`config.mk`:
```
export PLATFORM = sky130hd
export DESIGN_NAME = vna_cross
export DESIGN_NICKNAME = d
export VERILOG_FILES = /design/src/rtl/core/vna_pkg.sv /design/src/rtl/core/vna_cross.sv
export SDC_FILE = /design/constraint.sdc
export NUM_CORES = 2
export LEC_CHECK = 0
export ABC_AREA = 1
export BUFFER_PORTS_ARGS = -buffer_cell sky130_fd_sc_hd__buf_2
export CORE_MARGIN = 1.5
export CORE_UTILIZATION = 42
export DETAILED_ROUTE_END_ITERATION = 7
export REMOVE_ABC_BUFFERS = 1
export SLEW_MARGIN = 30
export SYNTH_ARGS = -nofsm -noshare
export SYNTH_HDL_FRONTEND = slang
export SYNTH_SLANG_ARGS = --single-unit
```
`constraint.sdc`:
```
create_clock -name clk -period 8.51 [get_ports clk]
set_input_delay 1.2765 -clock clk [delete_from_list [all_inputs] [get_ports clk]]
set_output_delay 1.2765 -clock clk [all_outputs]
set_load 0.02 [all_outputs]
```
`src/rtl/core/vna_pkg.sv`:
```
// ----------------------------------------------------------------------------
// vna_pkg
// Shared widths, command codes and payload types of the vertex normal block.
// ----------------------------------------------------------------------------
package vna_pkg;

  localparam int COORD_W = 16;
  localparam int DIFF_W  = 17;
  localparam int PROD_W  = 34;
  localparam int FACE_W  = 35;
  localparam int OUT_W   = 16;
  localparam int LIMIT_W = 16;

  localparam logic [1:0] CMD_LOAD     = 2'd0;
  localparam logic [1:0] CMD_TRIANGLE = 2'd1;
  localparam logic [1:0] CMD_READ     = 2'd2;
  localparam logic [1:0] CMD_NONE     = 2'd3;

  localparam logic signed [OUT_W-1:0] UNIT_ONE = 16'sd16384;

  typedef struct packed {
    logic signed [COORD_W-1:0] x;
    logic signed [COORD_W-1:0] y;
    logic signed [COORD_W-1:0] z;
  } pos_t;

  typedef struct packed {
    logic signed [FACE_W-1:0] x;
    logic signed [FACE_W-1:0] y;
    logic signed [FACE_W-1:0] z;
  } face_t;

endpackage

```
`src/rtl/core/vna_cross.sv`:
```
// ----------------------------------------------------------------------------
// vna_cross
// Face vector (p1-p0) x (p2-p0) on one shared 17x17 multiplier, six products.
// ----------------------------------------------------------------------------
module vna_cross (
  input  logic          clk,
  input  logic          rst,
  input  logic          start,
  input  vna_pkg::pos_t p0,
  input  vna_pkg::pos_t p1,
  input  vna_pkg::pos_t p2,
  output logic          done,
  output vna_pkg::face_t face
);
  import vna_pkg::*;

  localparam logic [2:0] LAST_STEP = 3'd6;

  logic                     running;
  logic [2:0]               step;
  logic [2:0]               step_m1;
  logic signed [DIFF_W-1:0] ax, ay, az, bx, by, bz;
  logic signed [DIFF_W-1:0] op_a, op_b;
  logic signed [PROD_W-1:0] prod;
  logic signed [FACE_W-1:0] prod_ext;

  assign step_m1  = step - 3'd1;
  assign prod_ext = FACE_W'(prod);

  // even steps give the positive term of a component, odd steps the negative one
  always_comb begin
    case (step)
      3'd0: begin op_a = ay; op_b = bz; end
      3'd1: begin op_a = az; op_b = by; end
      3'd2: begin op_a = az; op_b = bx; end
      3'd3: begin op_a = ax; op_b = bz; end
      3'd4: begin op_a = ax; op_b = by; end
      3'd5: begin op_a = ay; op_b = bx; end
      default: begin op_a = '0; op_b = '0; end
    endcase
  end

  always_ff @(posedge clk) begin
    if (rst) begin
      running <= 1'b0;
      done    <= 1'b0;
      step    <= '0;
    end else begin
      done <= 1'b0;
      if (start) begin
        running <= 1'b1;
        step    <= '0;
      end else if (running) begin
        if (step == LAST_STEP) begin
          running <= 1'b0;
          done    <= 1'b1;
        end
        step <= step + 3'd1;
      end
    end
  end

  always_ff @(posedge clk) begin
    if (start) begin
      ax <= DIFF_W'($signed(p1.x)) - DIFF_W'($signed(p0.x));
      ay <= DIFF_W'($signed(p1.y)) - DIFF_W'($signed(p0.y));
      az <= DIFF_W'($signed(p1.z)) - DIFF_W'($signed(p0.z));
      bx <= DIFF_W'($signed(p2.x)) - DIFF_W'($signed(p0.x));
      by <= DIFF_W'($signed(p2.y)) - DIFF_W'($signed(p0.y));
      bz <= DIFF_W'($signed(p2.z)) - DIFF_W'($signed(p0.z));
    end else if (running) begin
      if (step != LAST_STEP) begin
        prod <= op_a * op_b;
      end
      if (step != 3'd0) begin
        case (step_m1[2:1])
          2'd0: face.x <= step_m1[0] ? face.x - prod_ext : prod_ext;
          2'd1: face.y <= step_m1[0] ? face.y - prod_ext : prod_ext;
          2'd2: face.z <= step_m1[0] ? face.z - prod_ext : prod_ext;
          default: ;
        endcase
      end
    end
  end

endmodule

```
# After elaboration in Yosys (flattened, before gate mapping)
# Index checks and enable logic that the tools add are counted.
# Widths: inputs -> output; s select.
[classes] muxes=9 n_mul=1 addsub=11 n_eq_ne=9 bitwise_logic=2 reduce_logical=15
[ops] cell="$mux 35" n=3
[ops] cell="$sub 35x34->35" n=3
[ops] cell="$pmux 17 s3" n=2
[ops] cell="$sub 16x16->17" n=6
[ops] cell="$mul 17x17->34" n=1
[ops] cell="$reduce_or 2->1" n=7
[ops] cell="$reduce_and 4->1" n=3
[ops] cell="$eq 3x3->1 const B" n=3
[ops] cell="$eq 3x2->1 const B" n=2
[ops] cell="$mux 1" n=4
[ops] cell="$add 3x1->3 const B" n=1
[ops] cell="$eq 3x1->1 const B" n=1
[ops] cell="$logic_not 3->1" n=1
[ops] cell="$ne 3x3->1 const B" n=1
[ops] cell="$reduce_and 3->1" n=1
[ops] cell="$reduce_bool 3->1" n=1
[ops] cell="$reduce_or 3->1" n=1
[ops] cell="$sub 3x1->3 const B" n=1
[ops] cell="$eq 2x1->1 const B" n=1
[ops] cell="$eq 2x2->1 const B" n=1
[ops] cell="$logic_not 2->1" n=1
[ops] cell="$not 1->1" n=2
[totals] elab_cells=60 inputBits=147 out_inout_bits=106 regBits=246

# Longest topological paths before layout
[logic_depth] word_depth=4 mapped_depth=35 mapped_depth_nobuf=33

# Least setup slack after synthesis
# Ideal clock, no wire load.
[synth_timing] kind="reg-to-reg" from="reg step[0]" to="reg prod[29] (data pin)" setup_ns=0.252 period_less_slack_ns=6.680 required_time_ns=8.258 stages_incl_launch_ff=29 arrival_time_ns=6.428 n_path_buf=3 setup_slack_ns=1.830 cell_sequence="dfxtp_1 inv_1 clkbuf_1 ha_1 inv_2 nor2_2 or2_1 buf_4 buf_6 nand2_1 o211ai_4 nand2_1 fa_1 inv_1 fa_1 fa_1 fa_1 fa_1 inv_1 fa_1 inv_1 ha_1 a21oi_1 o21ai_0 a21oi_1 a21boi_0 nand2_1 nand2_1 nand2_1"
[synth_between] elab_chain_len=4 word_cells_on_any_way=15 cone_classes="1 x mul; 5 x eq/ne; 2 x mux; 7 x reduce/logical"
[synth_lines] element="start, declared" line="vna_cross.sv:20" source="logic [2:0] step;"
[synth_lines] element="start signal, assigned" line="vna_cross.sv:58" source="step <= step + 3'd1;"
[synth_lines] element="$eq 3x3->1, or another cell as far along" line="vna_cross.sv:32" source="case (step)"
[synth_lines] element="$reduce_or 2->1 (no source line)"
[synth_lines] element="$pmux 17 s3" line="vna_cross.sv:32"
[synth_lines] element="$mul 17x17->34 *" line="vna_cross.sv:73" source="prod <= op_a * op_b;"
[synth_lines] element="end signal, assigned" line="vna_cross.sv:73"
[synth_lines] element="end, declared" line="vna_cross.sv:24" source="logic signed [PROD_W-1:0] prod;"
# Every way passes the cells marked *; elsewhere a longest branch is shown, timed or not.
# A chain may end at the register's enable or synchronous reset.

# Final worst setup path
[layout_timing] from="reg step[1]" to="reg prod[29] (data pin)"
# Same word-level chain as after synthesis.

==> results.ini <==
[clock_network]
cts-root-buf = clkbuf_16
cts.path.max_buffers = 3
clk_pin_slew_ns = 0.06
clock-sinks = 246
h-tree-depth = 2
post-cts-setup-buffers = 0
clk_latency_ns = 0.57
cts_hold_buf = 0
tritoncts = built
numCtsBuffers = 35
ctsResizeCount = 0

[global_routing]
overflow = 0
grt_usage = 0.269
antenna_found_initial = 0
grt_pass1_wl_um = 163000
grt_max_degree = 83
grt_pass1_vias = 28937

[job]
drv_cap = 0

[timing]
final_hold_viol_count = 0
slew_headroom = 0.325
slew_viol_final = 0
fin_crit_sh = 0.883
grt_setup_unrepaired = false
setup_violations = 0
min_period_ns = 7.51
worst_pin_slew_ns = 1.01
clock_skew_ns = 0.0317
fmax_ghz = 0.133

[yosys]
syn_inst = 4343
yosysTopAreaCellShare = 0.220
synthFlopType = edfxtp_1
synth_seq_area_share = 0.223
synth_area_per_cell_um2 = 7.56
yosysWarnings = 0
synth-async-reset-ratio = 0
yosys.area.top_type = edfxtp_1
synth.area.top_cells = edfxtp_1 22%, fa_1 19%, nand2_1 15%
synth_seq_cells = 246
synth_edf_count = 241
ys_types = 50
synthesis.area_um2 = 32800

[floorplanning]
ios = 253
die_h_um = 283
core_area_um2 = 77500
die_x_um = 283
dieArea_um2 = 79900
initial_core_util = 0.424
std_cell_rows = 102

[placement]
hpwl_um = 89900
dp_cells = 5588
placed_cell_area_um2 = 35100
place.gp.congestion = 1.00
io_buffer_count = 252

[finish]
num_antenna_cells = 0
nets = 5327
drive_gt1_frac = 0.0830
design_area_um2 = 36400
n_fill_cell = 7868
fin_util = 0.469
area_delta_synth_final_pct = 10.8
finalNonFillerCells = 5652

[detailed_routing]
drt_first_iter_violations = 1937
dr.pass1.iters = 6
drtAntennaViolNets = 0
routed_wl_um = 107000
viasPerCell = 5.12
wl_per_cell_um = 18.9
drc = 0
vias = 28912

[critical_path]
worstSetupEndpointType = register
critPathLaunchType = register
criticalPathCategory = reg -> reg
cp_data_arrival_time_ns = 7.82
cp_max_fo = 17
required_ns = 8.81

[run_status]
status = finished clean

[hold_path]
hp-class = reg -> reg

metal layers:
metal / GRT usage / vias to the layer above / part of all wire
met5: 0 / - / 0
met2: 0.468 / 882 / 0.48
met1: 0.343 / 13800 / 0.43
met3: 0.0270 / 179 / 0.054
met4: 0.106 / 0 / 0.043
li1: - / 14051 / -
Yosys cell counts, types with 9 or more instances:
cell type	number
nand2_1	1282
inv_1	925
nor2_1	320
fa_1	305
ha_1	289
edfxtp_1	241
a21oi_1	222
nand3_1	154
o21ai_0	123
xor2_1	89
xnor2_1	47
o21bai_1	32
nand3b_1	30
nand4_1	30
nor3_1	30
buf_6	28
a21boi_0	21
o31ai_1	20
a21o_1	15
o21ai_1	13
o211ai_2	12
clkbuf_1	11
inv_2	10
nand3_2	10
a31oi_1	9
buf_2	9
placed cells by master, fill, tap and decap left out, drive strengths merged, types with 9 or more instances in the layout:
cell type  Yosys  final
nand2       1284   1284
inv          935    939
nor2         322    322
fa           305    305
ha           289    289
buf           47    264
edfxtp       241    241
a21oi        222    222
nand3        166    166
o21ai        142    142
xor2          89     89
xnor2         47     47
clkbuf        11     40
o21bai        32     32
nor3          30     30
nand4         30     30
nand3b        30     30
a21boi        21     21
o31ai         20     20
o211ai        18     18
a21o          15     15
a31oi          9      9
stage by stage:
step                      hold WS [ns]  worst slack, ns  setup TNS (ns)
after detailed placement         0.507             1.04               0
after CTS                        0.516             1.01               0
after global placement           0.495             1.09               0
final                            0.517            0.996               0
after floorplan                  0.481           -0.350           -4.68
after global routing             0.549            0.449               0
worst max-delay path: stages (launching register included):
cell      delay [ns]
dfxtp_1         0.32
inv_1           0.12
ha_1            0.22
inv_2           0.07
nor2_2          0.15
or2_1           0.67
nand2_1         0.20
o211ai_4        0.33
nand2_1         0.21
fa_1            0.57
inv_1           0.14
fa_1            0.86
fa_1            0.52
fa_1            0.50
fa_1            0.49
inv_1           0.05
fa_1            0.47
inv_1           0.04
ha_1            0.35
a21oi_1         0.20
o21ai_0         0.14
a21oi_1         0.14
a21boi_0        0.27
nand2_1         0.09
nand2_1         0.06
nand2_1         0.05
layout make-up:
| type | instances | area (um^2) | share of cell area |
|---|---|---|---|
| clock buffers | 40 | 905 | 0.0249 |
| clock inverters | 23 | 347 | 0.00953 |
| inverters | 935 | 3510 | 0.0965 |
| multi-input cells | 3104 | 21600 | 0.593 |
| flip-flops and latches | 246 | 7340 | 0.202 |
| well taps | 1040 | 1300 | 0.0358 |
| repair buffers | 264 | 1390 | 0.0383 |
registers in the layout (all words and copies together) (netlist names), 3 cells and up:
register	flops
prod	34
step	3
bx	17
by	17
face	105
ay	17
ax	17
az	17
bz	17
cells by family after synthesis:
family,share of synthesized area
AOI/OAI and AO/OA,0.0897
xor gates and xnor gates,0.0363
adders and majority gates,0.296
buffers and inverters,0.121
DFF,0.223
and+or+nand+nor,0.233
worst paths after layout:
check | startpoint | to | slack (ns) | cells past startpoint
setup / recovery | step[1]$_SDFFE_PP0P_ | prod[29]$_DFFE_PP_ | 1.0 | 25
setup reg to reg | step[1]$_SDFFE_PP0P_ | prod[29]$_DFFE_PP_ | 1.0 | 25
hold / removal | step[0]$_SDFFE_PP0P_ | step[0]$_SDFFE_PP0P_ | 0.52 | 2
hold reg to reg | step[0]$_SDFFE_PP0P_ | step[0]$_SDFFE_PP0P_ | 0.52 | 2
Power is left out: the tool's default activity adds up to more than one toggle a clock period on the data nets, which glitch-free logic cannot reach.
