**config.mk**
```make
export PLATFORM = sky130hd
export DESIGN_NAME = vna_norm
export DESIGN_NICKNAME = d
export VERILOG_FILES = /design/src/rtl/core/vna_pkg.sv /design/src/rtl/core/vna_norm.sv
export SDC_FILE = /design/constraint.sdc
export NUM_CORES = 2
export LEC_CHECK = 0
export BUFFER_PORTS_ARGS = -buffer_cell sky130_fd_sc_hd__buf_2
export CORE_MARGIN = 2
export CORE_UTILIZATION = 46
export CTS_CLUSTER_SIZE = 30
export DETAILED_ROUTE_END_ITERATION = 10
export GPL_TIMING_DRIVEN = 0
export PLACE_DENSITY_LB_ADDON = 0.3
export SLEW_MARGIN = 25
export SYNTH_ARGS = -nofsm -noshare
export SYNTH_HDL_FRONTEND = slang
export SYNTH_SLANG_ARGS = --single-unit
```
**constraint.sdc**
```tcl
create_clock -name clk -period 13.7 [get_ports clk]
set_clock_uncertainty 0.15 [all_clocks]
set_input_delay 2.74 -clock clk [delete_from_list [all_inputs] [get_ports clk]]
set_output_delay 2.74 -clock clk [all_outputs]
set_load 0.01 [all_outputs]
```
**src/rtl/core/vna_pkg.sv**
```systemverilog
// ----------------------------------------------------------------------------
// vna_pkg
// Shared widths, command codes and payload types of the vertex normal block.
// ----------------------------------------------------------------------------
package vna_pkg;

  localparam int COORD_W = 16;
  localparam int DIFF_W  = 17;
  localparam int PROD_W  = 34;
  localparam int FACE_W  = 35;
  localparam int OUT_W   = 16;
  localparam int LIMIT_W = 16;

  localparam logic [1:0] CMD_LOAD     = 2'd0;
  localparam logic [1:0] CMD_TRIANGLE = 2'd1;
  localparam logic [1:0] CMD_READ     = 2'd2;
  localparam logic [1:0] CMD_NONE     = 2'd3;

  localparam logic signed [OUT_W-1:0] UNIT_ONE = 16'sd16384;

  typedef struct packed {
    logic signed [COORD_W-1:0] x;
    logic signed [COORD_W-1:0] y;
    logic signed [COORD_W-1:0] z;
  } pos_t;

  typedef struct packed {
    logic signed [FACE_W-1:0] x;
    logic signed [FACE_W-1:0] y;
    logic signed [FACE_W-1:0] z;
  } face_t;

endpackage

```
**src/rtl/core/vna_norm.sv**
```systemverilog
// ----------------------------------------------------------------------------
// vna_norm
// Iterative normalizer: scale to [2^23, 2^24), sum of squares, bitwise square
// root, then one restoring division step per cycle for each component.
// ----------------------------------------------------------------------------
module vna_norm #(
  parameter int SUM_BITS = 40
) (
  input  logic                       clk,
  input  logic                       rst,
  input  logic                       start,
  input  logic signed [SUM_BITS-1:0] sum_x,
  input  logic signed [SUM_BITS-1:0] sum_y,
  input  logic signed [SUM_BITS-1:0] sum_z,
  output logic                       done,
  output logic signed [15:0]         norm_x,
  output logic signed [15:0]         norm_y,
  output logic signed [15:0]         norm_z
);
  import vna_pkg::*;

  localparam int SC_W  = 24;
  localparam int SQ_W  = 52;
  localparam int LEN_W = 25;
  localparam int NUM_W = 40;
  localparam int Q_W   = 15;

  localparam logic [2:0] N_IDLE  = 3'd0;
  localparam logic [2:0] N_SHIFT = 3'd1;
  localparam logic [2:0] N_SQ    = 3'd2;
  localparam logic [2:0] N_ROOT  = 3'd3;
  localparam logic [2:0] N_LOAD  = 3'd4;
  localparam logic [2:0] N_DIV   = 3'd5;

  logic [2:0]          state;
  logic [1:0]          cnt;
  logic [3:0]          kq;
  logic [SUM_BITS-1:0] mag [3];
  logic                neg [3];
  logic [2*SC_W-1:0]   prod;
  logic [SQ_W-1:0]     sq;
  logic [SQ_W-1:0]     rem_v;
  logic [SQ_W-1:0]     root;
  logic [SQ_W-1:0]     bitv;
  logic [SQ_W-1:0]     trial;
  logic [LEN_W-1:0]    len;
  logic [NUM_W-1:0]    rem;
  logic [NUM_W-1:0]    dsh;
  logic [Q_W-1:0]      q;
  logic [Q_W-1:0]      q_next;
  logic                hi_any;
  logic                mid_any;
  logic [SC_W-1:0]     sc_sel;
  logic [OUT_W-1:0]    q_signed;

  assign hi_any  = (|mag[0][SUM_BITS-1:SC_W]) | (|mag[1][SUM_BITS-1:SC_W])
                 | (|mag[2][SUM_BITS-1:SC_W]);
  assign mid_any = mag[0][SC_W-1] | mag[1][SC_W-1] | mag[2][SC_W-1];
  assign sc_sel  = mag[cnt][SC_W-1:0];
  assign trial   = root + bitv;
  assign len     = root[LEN_W-1:0];
  assign dsh     = NUM_W'(len) << kq;
  assign q_next  = (rem >= dsh) ? (q | (Q_W'(1) << kq)) : q;
  assign q_signed = neg[cnt] ? OUT_W'(-OUT_W'(q_next)) : OUT_W'(q_next);

  always_ff @(posedge clk) begin
    if (rst) begin
      state <= N_IDLE;
      done  <= 1'b0;
    end else begin
      done <= 1'b0;
      case (state)
        N_IDLE:  if (start) state <= N_SHIFT;
        N_SHIFT: if (!hi_any && mid_any) state <= N_SQ;
        N_SQ:    if (cnt == 2'd3) state <= N_ROOT;
        N_ROOT:  if (bitv[0]) state <= N_LOAD;
        N_LOAD:  state <= N_DIV;
        N_DIV: begin
          if (kq == 4'd0) begin
            if (cnt == 2'd2) begin
              state <= N_IDLE;
              done  <= 1'b1;
            end else begin
              state <= N_LOAD;
            end
          end
        end
        default: state <= N_IDLE;
      endcase
    end
  end

  always_ff @(posedge clk) begin
    case (state)
      N_IDLE: begin
        if (start) begin
          neg[0] <= sum_x[SUM_BITS-1];
          neg[1] <= sum_y[SUM_BITS-1];
          neg[2] <= sum_z[SUM_BITS-1];
          mag[0] <= sum_x[SUM_BITS-1] ? SUM_BITS'(-sum_x) : SUM_BITS'(sum_x);
          mag[1] <= sum_y[SUM_BITS-1] ? SUM_BITS'(-sum_y) : SUM_BITS'(sum_y);
          mag[2] <= sum_z[SUM_BITS-1] ? SUM_BITS'(-sum_z) : SUM_BITS'(sum_z);
          cnt    <= '0;
          sq     <= '0;
        end
      end
      N_SHIFT: begin
        // one common shift a cycle, truncating on the way down
        if (hi_any) begin
          for (int i = 0; i < 3; i++) mag[i] <= mag[i] >> 1;
        end else if (!mid_any) begin
          for (int i = 0; i < 3; i++) mag[i] <= mag[i] << 1;
        end
      end
      N_SQ: begin
        if (cnt != 2'd3) prod <= sc_sel * sc_sel;
        if (cnt != 2'd0) sq <= sq + SQ_W'(prod);
        if (cnt == 2'd3) begin
          rem_v <= sq + SQ_W'(prod);
          root  <= '0;
          bitv  <= SQ_W'(1) << 50;
          cnt   <= '0;
        end else begin
          cnt <= cnt + 2'd1;
        end
      end
      N_ROOT: begin
        if (rem_v >= trial) begin
          rem_v <= rem_v - trial;
          root  <= (root >> 1) + bitv;
        end else begin
          root <= root >> 1;
        end
        bitv <= bitv >> 2;
      end
      N_LOAD: begin
        // rounded quotient: add half the length before dividing
        rem <= (NUM_W'(sc_sel) << 14) + NUM_W'(len >> 1);
        kq  <= 4'(Q_W - 1);
        q   <= '0;
      end
      N_DIV: begin
        if (rem >= dsh) rem <= rem - dsh;
        q  <= q_next;
        kq <= kq - 4'd1;
        if (kq == 4'd0) begin
          case (cnt)
            2'd0:    norm_x <= q_signed;
            2'd1:    norm_y <= q_signed;
            default: norm_z <= q_signed;
          endcase
          cnt <= cnt + 2'd1;
        end
      end
      default: ;
    endcase
  end

endmodule

```
### After elaboration in Yosys (flattened, before gate mapping)

Memory sizes are Yosys's and may differ from the RTL's. A register that Yosys moved wholly into a read port is not among the register bits.
Cells that the tools add are included.

* memories: 2
* logic and storage cells: 139
* RAM bits: 123
* bits in registers: 369

Memories
* mag: words 3, bits a word 40, rd ports 4, clocked after memory_dff 1, write ports 3, RTL line vna_norm.sv:38 `logic [SUM_BITS-1:0] mag [3];`
* neg: words 3, bits a word 1, rd ports 1, clocked after memory_dff 1, write ports 3, RTL line vna_norm.sv:39 `logic neg [3];`

* bitwise operators: 14
* $add $sub $neg: 12
* shifts and indexed selects: 2
* eq/ne operators: 17
* magnitude comparators: 2
* muxes and demuxes: 50
* reductions and logical operators: 25
* $mul: 1

Operators by type and width (count)
* 52-bit one-hot mux with 2 select lines: 4
* 40-bit 2-to-1 mux: 10
* 52-bit 2-to-1 mux: 7
* 40-bit negator: 3
* 40-bit one-hot mux with 2 select lines: 1
* 51-bit by 52-bit adder with 52-bit output: 1
* 52-bit by 48-bit adder with 52-bit output: 1
* 52-bit adder: 1
* 52-bit greater-or-equal comparator: 1
* 52-bit subtractor: 1
* 24-bit by 24-bit multiplier with 48-bit output: 1
* 16-bit OR reduction: 3
* 40-bit greater-or-equal comparator: 1
* 25-bit by 4-bit left shift with 40-bit output: 1
* 40-bit subtractor: 1
* 38-bit by 24-bit adder with 39-bit output: 1
* 15-bit one-hot mux with 2 select lines: 1
* 3-bit 2-to-1 mux: 6
* 2-bit inequality test (second input constant): 9
* 3-bit one-hot mux with 6 select lines: 1
* 3-bit AND reduction: 6
* 16-bit 2-to-1 mux: 1
* 15-bit negator with 16-bit output: 1
* 15-bit 2-to-1 mux: 1
* other kinds (26): 59

### Longest topological paths before layout

* depth in word-level cells: 8
* mapped depth: 36
* gate-level depth less buffers: 30

### Worst setup path after synthesis

OpenSTA, ideal clock, no wires.

* path kind: register to register
* start point: register with a tool-made name
* end point: register prod[47] (data pin)
* buffers on the path: 4
* clock period less this slack: 9091 ps
* arrival: 8681 ps
* stages on the path, launching flop included: 34
* slack: 4609 ps
* cell sequence: dfxtp_1 > clkbuf_1 > clkbuf_1 > buf_1 > mux2i_1 > o21a_1 > inv_1 > clkbuf_1 > nand2_1 > fa_1 > inv_1 > fa_1 > inv_1 > fa_1 > inv_1 > fa_1 > inv_1 > fa_1 > inv_1 > fa_1 > inv_1 > fa_1 > inv_1 > ha_1 > nand4_1 > or3_1 > o221a_2 > a2111oi_0 > nor2_1 > o21ai_0 > a31oi_1 > o21ai_0 > a21oi_1 > xnor2_1

RTL lines
* end signal: assignment: RTL line vna_norm.sv:116 `if (cnt != 2'd3) prod <= sc_sel * sc_sel;`
* end: declaration: RTL line vna_norm.sv:40 `logic [2*SC_W-1:0] prod;`

==> metrics.txt <==
clock-pin slew reported for the worst setup and hold paths after clock tree synthesis about 0.060 ns; total of warnings raised by yosys 0; highest attainable clock frequency approximately 85 MHz; number of core rows approximately 120; area share of the largest cell type after synthesis 0.2720; multiplexer fraction of the synthesized cell area 0.02080; sum of net half-perimeters after detailed placement approximately 120 mm; status finished clean; worst path required time between 10 and 15 ns; dominant combinational cell family by area after synthesis adder cells; Layout Nets around 6,800; Rel. slew slack 0.2541; cell with the largest stage delay on the worst path sky130_fd_sc_hd__clkbuf_1; Final Max Slew Viols 0; Routed wire per std cell around 21 um; total nets after synthesis ~6,600; All-Layer GR Usage 0.2683; hold-fix buffer count after cts 0; Synth Area in Simple Gates 0.1448; GP Congestion about 0.96; total of buffers placed on input and output ports between 150 and 200; area of the multi-input gates around 33,000 sq um; fraction of synthesized cell area in xor and xnor cells 0.07056; count of flip-flops with a built-in enable after synthesis 461; leading cell types by total area after synthesis sky130_fd_sc_hd__edfxtp_1 (27%), sky130_fd_sc_hd__fa_1 (17%), sky130_fd_sc_hd__ha_1 (9.5%); post-synthesis async set-or-reset flop share 0; number of H-tree levels 2; nature of the critical path endpoint register; Worst Setup Path Type reg -> reg; sequential-to-total area share from yosys stat 0.2744; worst stage delay on the critical path around 0.80 ns; first drt pass iteration count 6; flop and latch count out of synthesis between 400 and 500; Die X around 340 um; Synth-to-Final Area Change 9.158%; Post-Synthesis Cell Area roughly 50,000 sq um; leading area contributor after synthesis sky130_fd_sc_hd__edfxtp_1; arrival time of the worst setup path 11.92 ns; shortest period the worst path allows 11.76 ns; CP Max Fanout 10; I/O pin cnt approximately 170; Clock Path Buffers 3; clock root cell sky130_fd_sc_hd__clkbuf_16; drt first-iter violations around 3,700; Vias per Instance 5.757; total grt overflow 0; Post-Syn Area per Cell approximately 9 sq um; cell repeated most along the worst path sky130_fd_sc_hd__fa_1; Num CTS Buffers 53; Post-CTS Resized 0; via count of the first global-routing pass around 42,000; Slew @ Worst Pin between 1 and 1.5 ns; Die Footprint ~110,000 sq um; synthesized-area fraction occupied by ao, oa, aoi and oai cells 0.1581; RSZ-0062 raised after global routing no; routed via count ~43,000; count of max-cap constraint violations 0; Post-DRT Antenna Nets 0; number of antenna violations at the first check in global routing 6; Final Hold Vio Count 0; DRC viols 0; Die Y-Extent between 300 and 400 um; postcts setup bufs 0; wire length of the first global-routing pass around 240 mm; sink count of the clock tree 467; Tcrit/Tclk final 0.8585; distinct cell type count after synthesis slightly below 90; initial core utilization 0.4618; detailed-route wire length 153.8 mm; adder and majority gate portion of the synthesized area 0.2621; top flip-flop cell by instance count after synthesis sky130_fd_sc_hd__edfxtp_1; Critical Path Start Type register; proportion of layout cells with a drive suffix above 1 0.05975; CTS tree yes; Total Negative Setup Slacks 0 ns; number of cells produced by synthesis around 5,600; Tightest Hold Check Type reg -> reg; later-pin clock latency in the skew report approximately 0.65 ns; fill cell count 10,420; Setup Viol. Count Final 0; sequential cell area 13,960 sq um; largest net degree at the start of global routing 46; placeable core area between 100,000 and 150,000 sq um
[worst max-delay path, delay by kind of cell (launching register included)]
family | cells | cell delay, ns
mux | 1 | 0.25
buf+inv | 11 | 3.49
fa+ha+maj | 8 | 3.91
simple gates | 4 | 0.75
flops | 1 | 0.31
compound gates | 7 | 2.55
[kinds of logic after synthesis]
family | count (synthesis)
muxes | 91
and+or+nand+nor | 1631
xor gates and xnor gates | 410
buffers and inverters | 939
DFF | 467
adders and majority gates | 811
AOI/OAI and AO/OA | 1296
[through the flow]
step | cell area [sq um] | hold slack, ns | std cells | setup slack, ns | util
finish | 55560 | 0.4047 | 7414 | 1.938 | 0.5041
global route | 55550 | 0.4383 | 7413 | 1.501 | 0.5041
floorplan | 50900 | 0.3712 | 5645 | 4.609 | -
detailed placement | 53890 | 0.3927 | 7315 | 2.052 | 0.4890
global placement | 53610 | 0.3818 | 7304 | 2.063 | 0.4865
CTS | 55550 | 0.4069 | 7413 | 2.021 | 0.5040
[state kept, by name, indices dropped and copies added, names as in the netlist, named ones only]
register	count
q	15
norm_z	16
neg	3
kq	4
norm_y	16
bitv	26
done	1
sq	52
rem	40
root	52
cnt	2
state	3
norm_x	16
rem_v	52
mag	120
prod	47
[final cells by class]
type	count	share of cell area
Tap cell	1488	0.03351
Timing Repair Buffer	182	0.01946
Multi-Input combinational cell	4239	0.6022
Sequential cell	467	0.2513
Buffer	257	0.01748
Clock buffer	61	0.02441
Inverter	682	0.04608
Antenna cell	1	0.00004504
Clock inverter	37	0.005450
[path summary, 6_finish.rpt]
path,from,to,slack [ns],cells past startpoint
worst max register to register,register,prod[40]$_DFFE_PP_,1.94,31
worst min-delay path,mag[0][0]$_SDFFCE_PP0P_,mag[0][1]$_DFFE_PP_,0.40,2
worst max-delay path,register,prod[40]$_DFFE_PP_,1.94,31
worst min register to register,mag[0][0]$_SDFFCE_PP0P_,mag[0][1]$_DFFE_PP_,0.40,2
[layer usage]
metal  GRT usage  vias up  routed length (um)
li1            -    19900                   -
met1      0.3578    20700               64770
met2      0.4429     1749               71590
met3     0.03980      326               11490
met4     0.09840        8                5931
met5           0        -                  45
[synth_stat cells (8+ instances only)]
cell type and number:
sky130_fd_sc_hd__a21boi_0 27, sky130_fd_sc_hd__nor2b_1 45, sky130_fd_sc_hd__buf_1 28, sky130_fd_sc_hd__a22oi_1 8, sky130_fd_sc_hd__inv_1 672, sky130_fd_sc_hd__edfxtp_1 461
sky130_fd_sc_hd__fa_1 425, sky130_fd_sc_hd__and2_1 50, sky130_fd_sc_hd__a31o_2 18, sky130_fd_sc_hd__o21bai_1 26, sky130_fd_sc_hd__or3_1 21, sky130_fd_sc_hd__nand2_1 625
sky130_fd_sc_hd__o21a_1 59, sky130_fd_sc_hd__o211ai_1 41, sky130_fd_sc_hd__mux2i_1 72, sky130_fd_sc_hd__a211o_1 8, sky130_fd_sc_hd__o21ai_0 385, sky130_fd_sc_hd__mux2_2 8
sky130_fd_sc_hd__o22ai_1 13, sky130_fd_sc_hd__a211oi_1 52, sky130_fd_sc_hd__mux4_2 11, sky130_fd_sc_hd__a41oi_1 8, sky130_fd_sc_hd__nor2_1 503, sky130_fd_sc_hd__clkbuf_1 227
sky130_fd_sc_hd__nor4_1 33, sky130_fd_sc_hd__a221oi_1 10, sky130_fd_sc_hd__o31ai_1 42, sky130_fd_sc_hd__xnor2_1 166, sky130_fd_sc_hd__or4_1 22, sky130_fd_sc_hd__nand3_1 67
sky130_fd_sc_hd__ha_1 386, sky130_fd_sc_hd__nand4_1 74, sky130_fd_sc_hd__o41ai_1 20, sky130_fd_sc_hd__a21o_1 90, sky130_fd_sc_hd__a21oi_1 348, sky130_fd_sc_hd__nand2b_1 35
sky130_fd_sc_hd__or2_2 20, sky130_fd_sc_hd__and3_1 48, sky130_fd_sc_hd__a31oi_1 62, sky130_fd_sc_hd__nor3_1 48, sky130_fd_sc_hd__xor2_1 244
[cell usage in the layout, fill, tap and decap left out, types with 74 or more instances in the layout]
master and n:
sky130_fd_sc_hd__fa_1 425, sky130_fd_sc_hd__ha_1 386, sky130_fd_sc_hd__nor2_1 503, sky130_fd_sc_hd__xnor2_1 166
sky130_fd_sc_hd__nand2_1 624, sky130_fd_sc_hd__edfxtp_1 461, sky130_fd_sc_hd__buf_2 172, sky130_fd_sc_hd__nand4_1 74
sky130_fd_sc_hd__inv_1 671, sky130_fd_sc_hd__a21o_1 90, sky130_fd_sc_hd__o21ai_0 384, sky130_fd_sc_hd__xor2_1 244
sky130_fd_sc_hd__clkbuf_1 234, sky130_fd_sc_hd__a21oi_1 348
Power is left out: the tool's default activity adds up to more than one toggle a clock period on the data nets, which glitch-free logic cannot reach.
